## src/rtl/pss_pkg.sv

```systemverilog
package pss_pkg;

  localparam logic [1:0] ST_OK        = 2'd0;
  localparam logic [1:0] ST_NOT_FOUND = 2'd1;
  localparam logic [1:0] ST_BAD_REG   = 2'd2;

  localparam logic [2:0] REG_VF_COUNT  = 3'd0;
  localparam logic [2:0] REG_VENDOR    = 3'd1;
  localparam logic [2:0] REG_PF_DEV    = 3'd2;
  localparam logic [2:0] REG_VF_DEV    = 3'd3;
  localparam logic [2:0] REG_SUBSYS    = 3'd4;
  localparam logic [2:0] REG_BAR_FLAGS = 3'd5;
  localparam logic [2:0] REG_PF_CLASS  = 3'd6;
  localparam logic [2:0] REG_VF_CLASS  = 3'd7;

  localparam logic [11:0] OFF_BAR_BASE = 12'h010;
  localparam logic [11:0] OFF_BAR_END  = 12'h028;
  localparam logic [11:0] OFF_ROM      = 12'h030;

  localparam int OVL_N = 18;

  typedef enum logic [4:0] {
    OVL_NONE  = 5'd0,
    OVL_VEN0  = 5'd1,
    OVL_VEN1  = 5'd2,
    OVL_DEV0  = 5'd3,
    OVL_DEV1  = 5'd4,
    OVL_CLS0  = 5'd5,
    OVL_CLS1  = 5'd6,
    OVL_CLS2  = 5'd7,
    OVL_SUB0  = 5'd8,
    OVL_SUB1  = 5'd9,
    OVL_SUB2  = 5'd10,
    OVL_SUB3  = 5'd11,
    OVL_BARF  = 5'd12,
    OVL_SDEV0 = 5'd13,
    OVL_SDEV1 = 5'd14,
    OVL_SBARF = 5'd15,
    OVL_NUM0  = 5'd16,
    OVL_NUM1  = 5'd17
  } ovl_t;

  localparam logic [OVL_N-1:0] NUM_MASK = 18'h30000;

  typedef enum logic [1:0] {
    ST_CLEAR,
    ST_IDLE,
    ST_DATA
  } st_t;

  typedef struct packed {
    logic       en;
    logic [1:0] sel;
    logic [9:0] row;
    ovl_t       ovl;
  } lane_t;

  typedef struct packed {
    logic [2:0]  func;
    logic [1:0]  status;
    logic        is_wr;
    logic [31:0] wdata;
    lane_t [3:0] lanes;
  } op_t;

  typedef struct packed {
    logic [2:0]  vf_count;
    logic [15:0] vendor_id;
    logic [15:0] pf_device_id;
    logic [15:0] vf_device_id;
    logic [31:0] subsystem_ids;
    logic [3:0]  bar_flag_bits;
    logic [23:0] pf_class_code;
    logic [23:0] vf_class_code;
  } cfg_t;

  typedef struct packed {
    logic       ident;
    logic       num;
    logic [7:0] init;
  } cfg_evt_t;

endpackage

```

## src/rtl/pss_front.sv

```systemverilog
module pss_front #(
  parameter int MAX_VIRTUAL_FUNCS = 7,
  parameter int SPACE_BYTES       = 4096,
  parameter int SRIOV_CAP_AT      = 256,
  parameter int BAR0_BYTES        = 4096
) (
  input  logic         s_tvalid,
  output logic         s_tready,
  input  logic [63:0]  s_tdata,
  input  pss_pkg::cfg_t cfg,
  input  logic         clearing,
  input  logic         fifo_full,
  output logic         push,
  output pss_pkg::op_t op
);
  import pss_pkg::*;

  localparam int          NFUNC = MAX_VIRTUAL_FUNCS + 1;
  localparam logic [11:0] S     = 12'(SRIOV_CAP_AT);
  localparam logic [11:0] SBAR  = S + 12'h024;
  localparam logic [11:0] SEND  = S + 12'h03C;
  localparam logic [31:0] MASK  = 32'(BAR0_BYTES - 1);

  function automatic ovl_t ovl_of(logic [11:0] a, logic pf);
    ovl_t o;
    o = OVL_NONE;
    unique case (a)
      12'h000: o = OVL_VEN0;
      12'h001: o = OVL_VEN1;
      12'h002: o = OVL_DEV0;
      12'h003: o = OVL_DEV1;
      12'h009: o = OVL_CLS0;
      12'h00A: o = OVL_CLS1;
      12'h00B: o = OVL_CLS2;
      12'h02C: o = OVL_SUB0;
      12'h02D: o = OVL_SUB1;
      12'h02E: o = OVL_SUB2;
      12'h02F: o = OVL_SUB3;
      12'h010: o = OVL_BARF;
      default: o = OVL_NONE;
    endcase
    if (pf) begin
      if (a == S + 12'h010) o = OVL_NUM0;
      if (a == S + 12'h011) o = OVL_NUM1;
      if (a == S + 12'h01A) o = OVL_SDEV0;
      if (a == S + 12'h01B) o = OVL_SDEV1;
      if (a == SBAR)        o = OVL_SBARF;
    end
    return o;
  endfunction

  logic        is_wr;
  logic [7:0]  bus;
  logic [4:0]  slot;
  logic [2:0]  func;
  logic [11:0] where;
  logic [2:0]  size;
  logic [31:0] wdata;
  logic        is_pf;
  logic        not_found;
  logic        bad;
  logic        bar_hit;
  logic        rom_hit;
  logic        sbar_hit;
  logic        sreg_hit;
  logic        ident;
  logic        drop;
  logic [11:0] bar_off;
  logic [2:0]  bar_num;
  logic [31:0] bar_data;
  logic [1:0]  sel;
  logic [11:0] a;

  assign is_wr = s_tdata[0];
  assign bus   = s_tdata[8:1];
  assign slot  = s_tdata[13:9];
  assign func  = s_tdata[16:14];
  assign where = s_tdata[28:17];
  assign size  = s_tdata[31:29];
  assign wdata = s_tdata[63:32];

  assign s_tready = !fifo_full && !clearing;
  assign push     = s_tvalid && s_tready;

  always_comb begin
    is_pf     = func == 3'd0;
    not_found = bus != 8'd0 || slot != 5'd0 || {1'b0, func} >= 4'(NFUNC) ||
                (!is_pf && func > cfg.vf_count);
    bad       = ({1'b0, where} + 13'(size)) > 13'(SPACE_BYTES) ||
                !(size == 3'd1 || size == 3'd2 || size == 3'd4);
    bar_hit   = size == 3'd4 && where >= OFF_BAR_BASE && where < OFF_BAR_END;
    rom_hit   = size == 3'd4 && where == OFF_ROM;
    sbar_hit  = is_pf && size == 3'd4 && where >= SBAR && where < SEND;
    sreg_hit  = is_pf && where >= S && where < SEND;
    ident     = where == 12'h000 || where == 12'h002 || where == 12'h008 ||
                where == 12'h009 || where == 12'h00A || where == 12'h00E ||
                where == 12'h02C || where == 12'h02E || where == 12'h034;
    drop      = !(bar_hit || rom_hit || sbar_hit || sreg_hit) && ident;
    bar_off   = bar_hit ? where - OFF_BAR_BASE : where - SBAR;
    bar_num   = bar_off[4:2];
    case (bar_num)
      3'd0:    bar_data = (wdata & ~MASK) | {28'd0, cfg.bar_flag_bits};
      3'd1:    bar_data = wdata;
      default: bar_data = 32'd0;
    endcase

    op        = '0;
    op.func   = func;
    op.is_wr  = is_wr;
    op.status = not_found ? ST_NOT_FOUND : (bad ? ST_BAD_REG : ST_OK);
    if (bar_hit || sbar_hit) begin
      op.wdata = bar_data;
    end else if (rom_hit) begin
      op.wdata = 32'd0;
    end else begin
      op.wdata = wdata;
    end
    for (int l = 0; l < 4; l++) begin
      sel = 2'(l) - where[1:0];
      a   = where + 12'(sel);
      op.lanes[l].sel = sel;
      op.lanes[l].row = a[11:2];
      op.lanes[l].ovl = ovl_of(a, is_pf);
      op.lanes[l].en  = !not_found && !bad && ({1'b0, sel} < size) && !(is_wr && drop);
    end
  end

endmodule

```

## config.mk

```make
export PLATFORM = sky130hd
export DESIGN_NAME = pss_front
export DESIGN_NICKNAME = d
export VERILOG_FILES = /design/src/rtl/pss_pkg.sv /design/src/rtl/pss_front.sv
export SDC_FILE = /design/constraint.sdc
export NUM_CORES = 1
export LEC_CHECK = 0
export ABC_AREA = 1
export CORE_AREA = 10 10 114 116
export DETAILED_ROUTE_END_ITERATION = 7
export DIE_AREA = 0 0 124 126
export DONT_BUFFER_PORTS = 1
export GPL_ROUTABILITY_DRIVEN = 0
export SLEW_MARGIN = 10
export SYNTH_ARGS = -nofsm -noshare
export SYNTH_HDL_FRONTEND = slang
export SYNTH_SLANG_ARGS = --single-unit
```

## constraint.sdc

```tcl
create_clock -name vclk -period 1.5
set_input_delay 0 -clock vclk [all_inputs]
set_output_delay 0 -clock vclk [all_outputs]
set_load 0.005 [all_outputs]
```

==> metrics.txt <==
status=complete, but fails checks; failing checks=setup timing; Hold Path Origin=s_tdata[23]; Leakage=~2.2 nW; Hold WS=~0.007 ps; Clock power frac=0; First-pass DRT Iterations=7; fraction of layout cells with a size suffix above 1=0.5092; Most Frequent Cell on Critical Path=nand2_2; period utilization=1.172; Hold Path Stages=0; max-slew violation count=0; Syn. warnings=0; switching power=0.6040 mW; synth unique cells=37; Reg power frac=0; core box area=about 0.011 sq mm; drt via density=roughly 5.2; Area Growth Syn to Fin=60.31%; total routed wirelength=roughly 14 mm; flip-flop and latch count=0; die height=126 microns; Gate Count Post-Synth=between 500 and 600; total die area=0.01562 sq mm; Post-Syn Area=between 0.002 and 0.003 sq mm; total of max-cap violations=0; layout net count=roughly 800; GRT Resource Usage Total=0.1488; Die X=between 100 and 150 microns; # clk buffers=0; Layout Utilization=0.4157; total power=~1.1 mW; Hold WC Path Type=in -> out; dpl ws=-305.5 ps; syn avg cell area=approximately 5.5 sq um; critical path class=in -> out; Reg area=0 sq um; ANT nets after route=0; Final WS setup=-257.3 ps; FMAX=approximately 0.57 GHz; combinational share of power=1.000; crit path cell chain=clkinvlp_4 > ha_4 > nand2_2 > nand4_1 > nand2_2 > nand2_2 > nand2_4 > nand3_4 > nor2_4 > nand2_2 > buf_6 > a21o_1 > nand2_2; first-pass GRT wire length=roughly 19 mm; Routed WL per cell=~19 microns; vias in the first global route=between 3,000 and 4,000; # IOs=314; CP top delay family=simple AND/OR/NAND/NOR gates; syn_nets=around 730; RSZ-0062 raised after global routing=yes; Post-DP HPWL=10.59 mm; Net Sw Frac=0.5646; GRT overflow=0; port bufs=0; Required @ worst endpoint=1500 ps; CP bufs+invs=2; Initial Util=0.2593; initial antenna violation count=0; CP Capture Type=output pin; Initial DRC Count=249; Startpoint Class=input port; DR vias=~3,800; pin count of the biggest net entering global routing=30; Critical-path top delay cell=ha_4; crit-path max FO=9; row cnt=38; Tmin final=roughly 1800 ps; slowest stage delay, CP=about 290 ps; # setup viols final=18; register area share after synthesis=0; antenna cells=0; pwr dens=between 200 and 250 mW/mm^2; Peak VDD IR=about 140 uV; Worst Path Arrival=about 1800 ps; DRC viols=0; Final Hold Vio Count=0; Internal Dissipation=0.4658 mW; Hold EP=op[63]
## metrics by stage
stage               instances  instance area (sq um)  setup TNS (ps)
global placement          704                   3517           -2507
finish                    735                   4447           -2809
global route              735                   4447           -5688
CTS                       717                   3902           -1784
detailed placement        704                   3517           -4100
floorplan                 501                   2859          -387.9
## kinds of logic (layout without fill, tap and decap cells)
family	Yosys count	count (layout)	share of synthesized area
other	1	1	0.001352
buffers and inverters	99	191	0.1764
adders and majority gates	25	25	0.1155
xor gates and xnor gates	15	15	0.04736
AOI/OAI and AO/OA	52	52	0.1353
and+or+nand+nor	309	311	0.5241
## layout make-up
| type | count | area (sq um) |
|---|---|---|
| multi-input cells | 404 | 2985 |
| repair buffers | 122 | 1008 |
| inverters | 69 | 277.8 |
| fillers | 1134 | 6251 |
| well taps | 140 | 175.2 |
## power groups by stage
| stage | Sequential (mW) | Clock, mW | Combinational [mW] |
|---|---|---|---|
| 5_1_grt | 0 | 0 | 1.16 |
| 3_3_place_gp | 0 | 0 | 0.816 |
| 4_1_cts | 0 | 0 | 0.945 |
| 3_5_place_dp | 0 | 0 | 0.833 |
| 2_1_floorplan | 0 | 0 | 0.554 |
| 6_report | 0 | 0 | 1.07 |
## worst max path at each step
stage | start | endpoint | slack [ps] | cells after the start
after floorplan | s_tdata[18] | op[2] | -50 | 13
after global placement | s_tdata[18] | op[17] | -250 | 12
after detailed placement | s_tdata[17] | op[4] | -310 | 13
after CTS | s_tdata[18] | op[2] | -190 | 14
after global routing | s_tdata[18] | op[2] | -410 | 14
final | s_tdata[18] | op[2] | -260 | 13
## synth_stat cells, types with 9 or more instances
| cell type | n | area, sq um |
|---|---|---|
| nand4_1 | 25 | 156.4 |
| inv_1 | 61 | 229.0 |
| nor2_1 | 57 | 214.0 |
| nand2_2 | 9 | 56.30 |
| nand3_1 | 53 | 265.3 |
| a21boi_1 | 21 | 157.7 |
| xor2_1 | 15 | 131.4 |
| o21ai_0 | 10 | 50.05 |
| buf_4 | 22 | 165.2 |
| ha_1 | 24 | 300.3 |
| a21oi_1 | 9 | 45.04 |
| nand2_1 | 128 | 480.5 |
| nor3_1 | 9 | 45.04 |
## cell usage in the layout (no fill, tap or decap), types with 20 or more instances in the layout
master / instances
inv_1: 50
nand2_1: 82
nor2_4: 20
nor2_1: 37
ha_1: 20
nand2_2: 41
nand4_1: 25
nand3_1: 32
a21boi_2: 24
buf_4: 107
## metal layers
layer	global-route usage	vias to the layer above	wire length [microns]
met3	0.03709	20	1562
met5	0	-	0
met4	0.01287	0	205
met2	0.2379	197	6427
met1	0.2034	1804	5607
li1	-	1809	-
## timing repair
item | 4_1_cts | 5_1_grt
gates cloned | 2 | 2
resized for setup | 74 | 95
endpoints found under the setup margin | 43 | 53
hold buffers | 0 | 0
setup buffers | 11 | 19
pin swaps | 38 | 48
Power figures use the tool's default switching activity.
