`src/rtl/pss_pkg.sv`:
```
package pss_pkg;

  localparam logic [1:0] ST_OK        = 2'd0;
  localparam logic [1:0] ST_NOT_FOUND = 2'd1;
  localparam logic [1:0] ST_BAD_REG   = 2'd2;

  localparam logic [2:0] REG_VF_COUNT  = 3'd0;
  localparam logic [2:0] REG_VENDOR    = 3'd1;
  localparam logic [2:0] REG_PF_DEV    = 3'd2;
  localparam logic [2:0] REG_VF_DEV    = 3'd3;
  localparam logic [2:0] REG_SUBSYS    = 3'd4;
  localparam logic [2:0] REG_BAR_FLAGS = 3'd5;
  localparam logic [2:0] REG_PF_CLASS  = 3'd6;
  localparam logic [2:0] REG_VF_CLASS  = 3'd7;

  localparam logic [11:0] OFF_BAR_BASE = 12'h010;
  localparam logic [11:0] OFF_BAR_END  = 12'h028;
  localparam logic [11:0] OFF_ROM      = 12'h030;

  localparam int OVL_N = 18;

  typedef enum logic [4:0] {
    OVL_NONE  = 5'd0,
    OVL_VEN0  = 5'd1,
    OVL_VEN1  = 5'd2,
    OVL_DEV0  = 5'd3,
    OVL_DEV1  = 5'd4,
    OVL_CLS0  = 5'd5,
    OVL_CLS1  = 5'd6,
    OVL_CLS2  = 5'd7,
    OVL_SUB0  = 5'd8,
    OVL_SUB1  = 5'd9,
    OVL_SUB2  = 5'd10,
    OVL_SUB3  = 5'd11,
    OVL_BARF  = 5'd12,
    OVL_SDEV0 = 5'd13,
    OVL_SDEV1 = 5'd14,
    OVL_SBARF = 5'd15,
    OVL_NUM0  = 5'd16,
    OVL_NUM1  = 5'd17
  } ovl_t;

  localparam logic [OVL_N-1:0] NUM_MASK = 18'h30000;

  typedef enum logic [1:0] {
    ST_CLEAR,
    ST_IDLE,
    ST_DATA
  } st_t;

  typedef struct packed {
    logic       en;
    logic [1:0] sel;
    logic [9:0] row;
    ovl_t       ovl;
  } lane_t;

  typedef struct packed {
    logic [2:0]  func;
    logic [1:0]  status;
    logic        is_wr;
    logic [31:0] wdata;
    lane_t [3:0] lanes;
  } op_t;

  typedef struct packed {
    logic [2:0]  vf_count;
    logic [15:0] vendor_id;
    logic [15:0] pf_device_id;
    logic [15:0] vf_device_id;
    logic [31:0] subsystem_ids;
    logic [3:0]  bar_flag_bits;
    logic [23:0] pf_class_code;
    logic [23:0] vf_class_code;
  } cfg_t;

  typedef struct packed {
    logic       ident;
    logic       num;
    logic [7:0] init;
  } cfg_evt_t;

endpackage

```
`src/rtl/pss_fifo.sv`:
```
module pss_fifo (
  input  logic          clk,
  input  logic          rst,
  input  logic          push,
  input  pss_pkg::op_t  op_in,
  output logic          full,
  input  logic          pop,
  output logic          valid,
  output pss_pkg::op_t  op_out
);
  import pss_pkg::*;

  op_t        mem [2];
  logic       wp;
  logic       rp;
  logic [1:0] cnt;

  assign full   = cnt == 2'd2;
  assign valid  = cnt != 2'd0;
  assign op_out = mem[rp];

  always_ff @(posedge clk) begin
    if (rst) begin
      wp  <= 1'b0;
      rp  <= 1'b0;
      cnt <= 2'd0;
    end else begin
      if (push) begin
        wp <= ~wp;
      end
      if (pop) begin
        rp <= ~rp;
      end
      if (push && !pop) begin
        cnt <= cnt + 2'd1;
      end else if (pop && !push) begin
        cnt <= cnt - 2'd1;
      end
    end
  end

  always_ff @(posedge clk) begin
    if (push) begin
      mem[wp] <= op_in;
    end
  end

endmodule

```
`config.mk`:
```
export PLATFORM = sky130hd
export DESIGN_NAME = pss_fifo
export DESIGN_NICKNAME = d
export VERILOG_FILES = /design/src/rtl/pss_pkg.sv /design/src/rtl/pss_fifo.sv
export SDC_FILE = /design/constraint.sdc
export NUM_CORES = 1
export LEC_CHECK = 0
export BUFFER_PORTS_ARGS = -buffer_cell sky130_fd_sc_hd__buf_2
export CORE_UTILIZATION = 30
export CTS_CLUSTER_SIZE = 28
export DETAILED_ROUTE_END_ITERATION = 7
export PLACE_DENSITY = 0.56
export SYNTH_ARGS = -nofsm -noshare
export SYNTH_HDL_FRONTEND = slang
export SYNTH_SLANG_ARGS = --single-unit
```
`constraint.sdc`:
```
create_clock -name clk -period 6.5 [get_ports clk]
set_input_delay 0.65 -clock clk [delete_from_list [all_inputs] [get_ports clk]]
set_output_delay 0.65 -clock clk [all_outputs]
set_load 0.01 [all_outputs]
```
==> impl_results.md, run 1 <==
- Outcome: completed
- Io pins: 226
- Post_cts resized: 0
- Synthesis-to-finish area growth: 27.93%
- Root buffer cell: clkbuf_16
- Largest net degree at the start of global routing: 64
- Post-Syn Area: 8184 um^2
- F_max: 0.2983 GHz
- Worst r2r src: wp$_SDFFE_PP0P_
- Final GP Congestion: 0.7204
- First-pass GRT wire length: 25320 um
- Reg2reg end: mem[1][84]$_DFFE_PP_
- Site Rows: 60
- Tmin final: 3.353 ns
- Synthesized area per cell: 22.48 um^2
- Gr ovfl total: 0
- LEAKAGE: 3.884 nW
- Layout cells sized above 1: 60.74%
- Filler cells: 2475
- Clk slew on worst S/H paths: 0.06 ns
- Die area: 27940 um^2
- CP Data Arrival Time: 2.70 ns
- Buf/Inv on CP: 2
- Starting Density: 30.45%
- CP endpoint kind: output pin
- Final Hold Fails: 0
- Number of global-route vias before repair: 4509
- TNS Setup: 0 ns
- Flop2flop setup slack: 4.15 ns
- Setup violators final: 0
- Crit-path cells: buf_4 > mux2_2 > buf_2
- Worst hold endpoint: mem[0][55]$_DFFE_PP_
- Total GRT Usage: 11.57%
- Slew HR: 37.77%
- CTS tree: done
- Sequential share of the synthesized area: 81.94%
- Register-to-Register Path Depth: 2
- PD cells: 330.0 nW/um^2
- Unique masters post-synth: 17
- Crit path max fanout: 56
- Initial antenna violation count: 1
- Flip-flop and latch area: 6710 um^2
- CTS Buffer Depth: 3
- Initial DRC count: 208
- Post-Syn Nets: 479
- Multi-input gate area: 1355 um^2
- Hold Path Class: in2reg
- Final wirelength: 16220 um
- CTS buffer count: 25
- Pins over their slew limit: 0
- Core ar.: 26880 um^2
- Nets: 723
- Crit path max-delay family: flip-flops
- DP Area: 9652 um^2
- # DRC: 0
- Max-cap viol count: 0
- Worst-Skew Late Latency: 0.52 ns
- Tightest Pin Transition: 0.9335 ns
- DIE WIDTH: 167.2 um
- Via Count: 4196
- RSZ-0062 raised after global routing: no
- Final instance area: 10470 um^2
- Worst Setup Start Kind: register
- Clock skew: 0.01729 ns
- First drt pass iteration count: 4
- Vias/cell: 4.344
- Hold Path Depth: 1
- H-tree depth: 1
- Pwr Total: 3.455 mW
- Worst hold start: op_in[55]
- Flops & latches, synth: 225
- TritonCTS sink count: 225
- YS warnings: 0
- Crit Path Class: reg2out
- Period utilization: 51.58%
- Detailed-placement wirelength estimate: 10570 um
- Critical path's largest stage delay: 0.85 ns
- Wire length per cell: 16.79 um
- CP max-delay cell: dfxtp_4
- Die height: 167.2 um
- Cell count after synthesis: 364
- CP required: 5.85 ns
- Post-CTS setup buffer count: 0
- Antenna Violating Nets Remaining: 0
- Max VDD drop: 0.2040 mV
- Count of input and output buffers: 225
- # hold bufs at CTS: 0
-- layout by cell type, fill, tap and decap left out, types with 3 or more instances in the layout --
master	instances
clkbuf_16	25
dfxtp_1	4
buf_2	225
nor2_1	4
edfxtp_1	220
clkinv_2	3
mux2_2	110
bufinv_16	4
clkinv_1	5
buf_4	4
clkbuf_1	3
-- routing by layer --
| layer | wire (um) | global-route usage (%) |
|---|---|---|
| met5 | 10 | 0 |
| met3 | 1320 | 3.687 |
| met1 | 6756 | 13.95 |
| met4 | 355 | 3.630 |
| met2 | 7780 | 19.68 |
-- layout make-up --
class                   instances  share of cell area (%)
diodes                          1                 0.02390
clock buffers                  28                   6.083
clock inverters                15                   1.709
inverters                       1                 0.03585
multi-input cells             126                   12.94
flip-flops and latches        225                   64.09
well taps                     341                   4.075
repair buffers                229                   11.04
-- power by group --
part           internal (mW)  switching [mW]  total [mW]
sequential              1.69          0.0335        1.73
combinational          0.157           0.171       0.329
clock                  0.859           0.539        1.40
total                   2.71           0.744        3.45
-- cells by family after synthesis --
| family | share of synthesized area, % |
|---|---|
| DFF | 81.94 |
| muxes | 15.14 |
| buffers and inverters | 1.620 |
| and+or+nand+nor | 0.5964 |
| xor gates and xnor gates | 0.4281 |
| AOI/OAI and AO/OA | 0.1222 |
| adders and majority gates | 0.1529 |
-- flip-flops by register name, summed over array words and instances, names as in the netlist, named ones only --
signal / flops
mem: 220
cnt: 2
rp: 1
wp: 1
-- synth_stat cells --
master    number  area share (%)
a21oi_1        1           0.061
and2_1         1           0.076
and2b_2        1            0.11
buf_2          1           0.061
buf_6         11             1.5
dfxtp_1        5             1.2
edfxtp_1     220              81
ha_1           1            0.15
inv_1          1           0.046
mux2_2       110              15
nor2_1         4            0.18
nor2b_1        1           0.076
o21ai_0        1           0.061
or2_2          1           0.076
or3_1          1           0.076
xnor2_1        2            0.21
xor2_1         2            0.21
-- worst register-to-register path, cell delays in order (launching register included) --
cell and delay [ns]:
dfxtp_1 0.43, and2_4 0.61, buf_4 0.82
-- how the worst max path moves through the flow --
stage	startpoint	to	cells after the start
after detailed placement	register	op_out[35]	3
final	register	op_out[35]	3
after global routing	register	op_out[35]	3
after CTS	register	op_out[35]	3
after global placement	register	op_out[35]	3
after floorplan	push	mem[0][0]$_DFFE_PP_	1
-- stage by stage --
stage	instances	util (%)	hold slack [ns]	setup slack [ns]
CTS	965	38.95	0.2830	3.040
floorplan	364	-	0.4564	0.4775
finish	966	38.96	0.3170	3.147
global route	965	38.95	0.2766	2.927
global placement	922	35.91	0.4719	3.674
detailed placement	922	35.91	0.4986	3.624
Note: power is estimated with default switching activity, not from simulation.
==> inputs of run 2 (changes only) <==
clock period = 3.3 ns   (was 6.5 ns; I/O delays follow)
==> run 2 against run 1 <==
  * Register-to-register slack got worse by 2.7 ns
  * Clock skew decreased by 0.0059 ns
  * Worst setup slack lost 2.3 ns
  * Largest cell class unchanged
  * Non-clock buffer count grew 96
==> impl_results.md, run 2 (synthesized netlist as in run 1, its figures left out) <==
- Outcome: completed
- Largest reg by FF count: mem
- Final wirelength: 16770 um (+3.4%)
- Largest net degree at the start of global routing: 69 (+7.8%)
- CP endpoint kind: output pin
- Post-Route Utilization: 42.32% (+3.4 points)
- Root buffer cell: clkbuf_16
- Flip-flop and latch area: 6710 um^2 (unchanged)
- # DRC: 0 (unchanged)
- Starting Density: 30.45% (unchanged)
- DP Cell Count: 923 (+0.11%)
- Worst hold start: op_in[106]
- CP max-delay cell: dfxtp_4
- TNS Setup: 0 ns (unchanged)
- Worst Setup Start Kind: register
- Multi-input gate area: 1355 um^2 (unchanged)
- Tightest Pin Transition: 0.9046 ns (-0.02886 ns)
- Vias/cell: 4.256 (-2.0%)
- Crit Path Class: reg2out
- Critical path's largest stage delay: 0.66 ns (-0.19 ns)
- Setup violators final: 0 (unchanged)
- Clock skew: 0.01136 ns (-0.005928 ns)
- Nets: 818 (+13%)
- Number of global-route vias before repair: 4824 (+7.0%)
- Worst-Skew Late Latency: 0.51 ns (about the same)
- Hold Path Class: in2reg
- Clk slew on worst S/H paths: 0.06 ns (about the same)
- Count of input and output buffers: 225 (unchanged)
- Initial antenna violation count: 1 (unchanged)
- Wire length per cell: 15.79 um (-6.0%)
- CTS Buffer Depth: 3 (unchanged)
- Post-CTS setup buffer count: 0 (unchanged)
- LEAKAGE: 4.258 nW (+9.6%)
- Crit path max-delay family: flip-flops
- Initial DRC count: 226 (+8.7%)
- CTS buffer count: 24 (-4.0%)
- DIE WIDTH: 167.2 um (unchanged)
- Die height: 167.2 um (unchanged)
- Max-cap viol count: 0 (unchanged)
- Period utilization: 75.39%
- Largest registers: mem x220, cnt x2
- Core ar.: 26880 um^2 (unchanged)
- Commonest non-fill, non-tap cell in the layout: buf_2
- Crit path max fanout: 34 (-39%)
- Dpl ws: 1.298 ns (-2.326 ns)
- Final GP Congestion: 0.7403 (+2.8%)
- Filler cells: 2401 (-3.0%)
- CP Data Arrival Time: 2.16 ns (-0.54 ns)
- Detailed-placement wirelength estimate: 10550 um (-0.18%)
- Gr ovfl total: 0 (unchanged)
- Total GRT Usage: 11.53% (-0.038 points)
- Tmin final: 2.488 ns
- Layout cells sized above 1: 52.64% (-8.1 points)
- Worst r2r src: wp$_SDFFE_PP0P_
- Via Count: 4520 (+7.7%)
- Most frequent cells in the layout: buf_2 (225), edfxtp_1 (220), mux2_2 (110)
- Site Rows: 60 (unchanged)
- Post-route setup slack: 0.8121 ns (-2.335 ns)
- Crit-path cells: buf_4 > mux2_2 > buf_2
- Slew HR: 39.69% (+1.9 points)
- First drt pass iteration count: 4 (unchanged)
- First-pass GRT wire length: 25380 um (+0.22%)
- Final Hold Fails: 0 (unchanged)
- Die area: 27940 um^2 (unchanged)
- Max FFs per register: 220 (unchanged)
- CP required: 2.97 ns (-2.88 ns)
- Final std cells w/o fill: 1062 (+9.9%)
- Max VDD drop: 0.3725 mV (+83%)
- PD cells: 583.9 nW/um^2 (+77%)
- Io pins: 226 (unchanged)
- Pins over their slew limit: 0 (unchanged)
- Buf/Inv on CP: 2 (unchanged)
- TritonCTS sink count: 225 (unchanged)
- Synthesis-to-finish area growth: 38.97%
- H-tree depth: 1 (unchanged)
- Antenna Violating Nets Remaining: 0 (unchanged)
- CTS tree: done
- RSZ-0062 raised after global routing: no
- F_max: 0.4019 GHz
## run 2: metal layers
metal	up-vias	GRT usage (%)	part of all wire [%]
li1	2126	-	-
met2	140	20.65	51
met1	2215	13.21	40
met5	-	0	0
met4	0	4.388	2.7
met3	39	2.931	5.8
## run 2: cell type report
type / count / area share [%]
flip-flops and latches: 225 / 59.00
clock buffers: 29 / 5.633
diodes: 1 / 0.02200
repair buffers: 325 / 18.81
inverters: 1 / 0.03300
clock inverters: 14 / 0.8361
multi-input cells: 126 / 11.91
well taps: 341 / 3.751
## run 2: power by group
group / internal, mW / switching (mW)
Combinational: 0.389 / 0.366
Clock: 1.46 / 1.03
Sequential: 3.34 / 0.0586
Total: 5.18 / 1.46
## run 2: final timing paths
check | end | slack, ns | depth (start not counted)
max | op_out[36] | 0.81 | 3
min | mem[0][106]$_DFFE_PP_ | 0.02 | 1
max reg2reg | mem[1][15]$_DFFE_PP_ | 1.45 | 2
min reg2reg | register | 0.51 | 2
## run 2: through the flow
step / hold slack (ns) / area, um^2 / power [mW]
final: 0.02339 / 11370 / 6.641
after global routing: 0.003803 / 11370 / 6.897
after CTS: 0.0003224 / 11370 / 6.744
after detailed placement: 0.4983 / 9684 / 4.133
after global placement: 0.4725 / 9684 / 4.111
after floorplan: 0.3991 / 8193 / 3.835
## run 2: repair_timing
| item | 4_1_cts | 5_1_grt |
|---|---|---|
| gates resized for setup | 0 | 0 |
| hold endpoints to repair | 188 | 0 |
| endpoints found under the setup margin | 0 | 0 |
| hold buffers | 95 | 0 |
==> inputs of run 3 (changes only) <==
clock period = 2.4 ns   (was 3.3 ns; I/O delays follow)
==> run 3 against run 2 <==
  * Combinational power increased by 47%
  * Cell area is 2.2% higher
  * Sequential share of layout area shrank 1.3 points
  * Worst setup slack worse by 0.57 ns
  * Final cell count grew 1.9%
  * Critical endpoint is now op_out[42]
==> impl_results.md, run 3 (synthesized netlist as in run 1, its figures left out) <==
- Crit Path Class: reg2out
- Max-cap viol count: 0 (unchanged)
- Antenna Violating Nets Remaining: 0 (unchanged)
- CTS tree: done
- Starting Density: 30.45% (unchanged)
- Crit path max fanout: 37 (+8.8%)
- DP Area: 9737 um^2 (+0.54%)
- CP required: 2.16 ns (-0.81 ns)
- Hold Path Class: in2reg
- Number of global-route vias before repair: 5249 (+8.8%)
- Post_cts resized: 0 (unchanged)
- Io pins: 226 (unchanged)
- Worst-Skew Late Latency: 0.51 ns (about the same)
- # diodes: 0 (-1)
- Crit-path cells: buf_12 > mux2_2 > buf_2
- Setup violators final: 0 (unchanged)
- First drt pass iteration count: 4 (unchanged)
- Vias/cell: 4.247 (-0.22%)
- Tightest Pin Transition: 0.7390 ns (-0.1657 ns)
- Clk slew on worst S/H paths: 0.06 ns (about the same)
- Final Hold Fails: 0 (unchanged)
- CTS buffer count: 24 (unchanged)
- Tmin final: 2.155 ns
- Worst hold slack: 0.03234 ns (+0.008945 ns)
- Total GRT Usage: 11.90% (+0.37 points)
- LEAKAGE: 4.364 nW (+2.5%)
- Via Count: 4595 (+1.7%)
- Buf/Inv on CP: 2 (unchanged)
- Site Rows: 60 (unchanged)
- Commonest non-fill, non-tap cell in the layout: buf_2
- Pins over their slew limit: 0 (unchanged)
- Wire length per cell: 15.90 um (+0.70%)
- TNS Setup: 0 ns (unchanged)
- Worst Setup Start Kind: register
- Count of input and output buffers: 225 (unchanged)
- DIE WIDTH: 167.2 um (unchanged)
- Initial antenna violation count: 0 (-1)
- Root buffer cell: clkbuf_16
- Clock skew: 0.01319 ns (+0.001834 ns)
- RSZ-0062 raised after global routing: no
- Outcome: completed
- First-pass GRT wire length: 26440 um (+4.2%)
- Max VDD drop: 0.5529 mV (+48%)
- Final GP Congestion: 0.7117 (-3.9%)
- Initial DRC count: 168 (-26%)
- CP max-delay cell: dfxtp_4
- Period utilization: 89.78%
- CP endpoint kind: output pin
- Die area: 27940 um^2 (unchanged)
- Nets: 839 (+2.6%)
- TritonCTS sink count: 225 (unchanged)
- Synthesis-to-finish area growth: 42.00%
- Largest reg by FF count: mem
- Slew HR: 50.73% (+11 points)
- Layout cells sized above 1: 51.15% (-1.5 points)
- Detailed-placement wirelength estimate: 10470 um (-0.78%)
- PD cells: 791.3 nW/um^2 (+36%)
- Largest registers: mem x220, cnt x2
- Most frequent cells in the layout: buf_2 (225), edfxtp_1 (220), dlygate4sd3_1 (113)
- Crit path max-delay family: flip-flops
- Max FFs per register: 220 (unchanged)
- # DRC: 0 (unchanged)
- Gr ovfl total: 0 (unchanged)
- Die height: 167.2 um (unchanged)
- Critical path's largest stage delay: 0.56 ns (-0.10 ns)
- Largest net degree at the start of global routing: 59 (-14%)
- Core ar.: 26880 um^2 (unchanged)
- H-tree depth: 1 (unchanged)
- CTS Buffer Depth: 3 (unchanged)
- Final wirelength: 17210 um (+2.6%)
- F_max: 0.4641 GHz
- CP Data Arrival Time: 1.91 ns (-0.25 ns)
- Final instance area: 11620 um^2 (+2.2%)
-- run 3: cell count changes in the layout (fill, tap and decap cells not counted), sizes merged --
cell / change
clkinv: +1
inv: -1
dlygate4sd3: +18
clkinvlp: -1
diode: -1
buf: +3
clkbuf: +1
-- run 3: worst register-to-register path, stage by stage, from the launching register on --
cell and delay (ns):
dfxtp_1 0.35, nor2b_4 0.15, buf_4 0.61
-- run 3: power by group --
part	total (mW)	internal, mW	switching (mW)
Sequential	4.66	4.59	0.0713
Clock	3.43	1.99	1.44
Combinational	1.11	0.579	0.529
-- run 3: what timing repair did --
action | 4_1_cts | 5_1_grt
endpoints found under the setup margin | 0 | 10
endpoints found under the hold margin | 225 | 0
hold buffers | 113 | 0
setup buffers | 0 | 1
-- run 3: path summary, 6_finish.rpt --
path	start	end	slack (ns)	cells after the start
setup reg to reg	wp$_SDFFE_PP0P_	mem[0][77]$_DFFE_PP_	0.88	2
setup / recovery	register	op_out[42]	0.25	3
hold / removal	push	wp$_SDFFE_PP0P_	0.03	3
hold reg to reg	cnt[1]$_SDFFE_PP0P_	cnt[1]$_SDFFE_PP0P_	0.51	2
-- run 3: routing by layer --
| layer | routed length, um | vias to the layer above | GRT usage (%) | part of all wire [%] |
|---|---|---|---|---|
| met3 | 1162 | 29 | 3.616 | 6.8 |
| met4 | 526 | 0 | 4.069 | 3.1 |
| met1 | 6810 | 2253 | 13.02 | 40 |
| met5 | 0 | - | 0 | 0 |
| li1 | - | 2161 | - | - |
| met2 | 8709 | 152 | 21.78 | 51 |
-- run 3: cell type report --
cell class                 count  area (um^2)
timing repair buffer         346         2400
tap                          341        426.7
clock inverter                13        81.33
multi-input combinational    126         1355
fill                        2397        15250
inverter                       1        3.754
clock buffer                  30        644.4
sequential                   225         6710
-- run 3: stage by stage --
stage          instances  setup WS [ns]  utilization (%)  total power [mW]
2_1_floorplan        364       0.002416                -             5.273
3_3_place_gp         925         0.6454            36.23             5.668
3_5_place_dp         925         0.6030            36.23             5.701
4_1_cts             1081        0.04086            43.14             9.302
5_1_grt             1082         0.1433            43.24             9.538
6_report            1082         0.2453            43.24             9.196
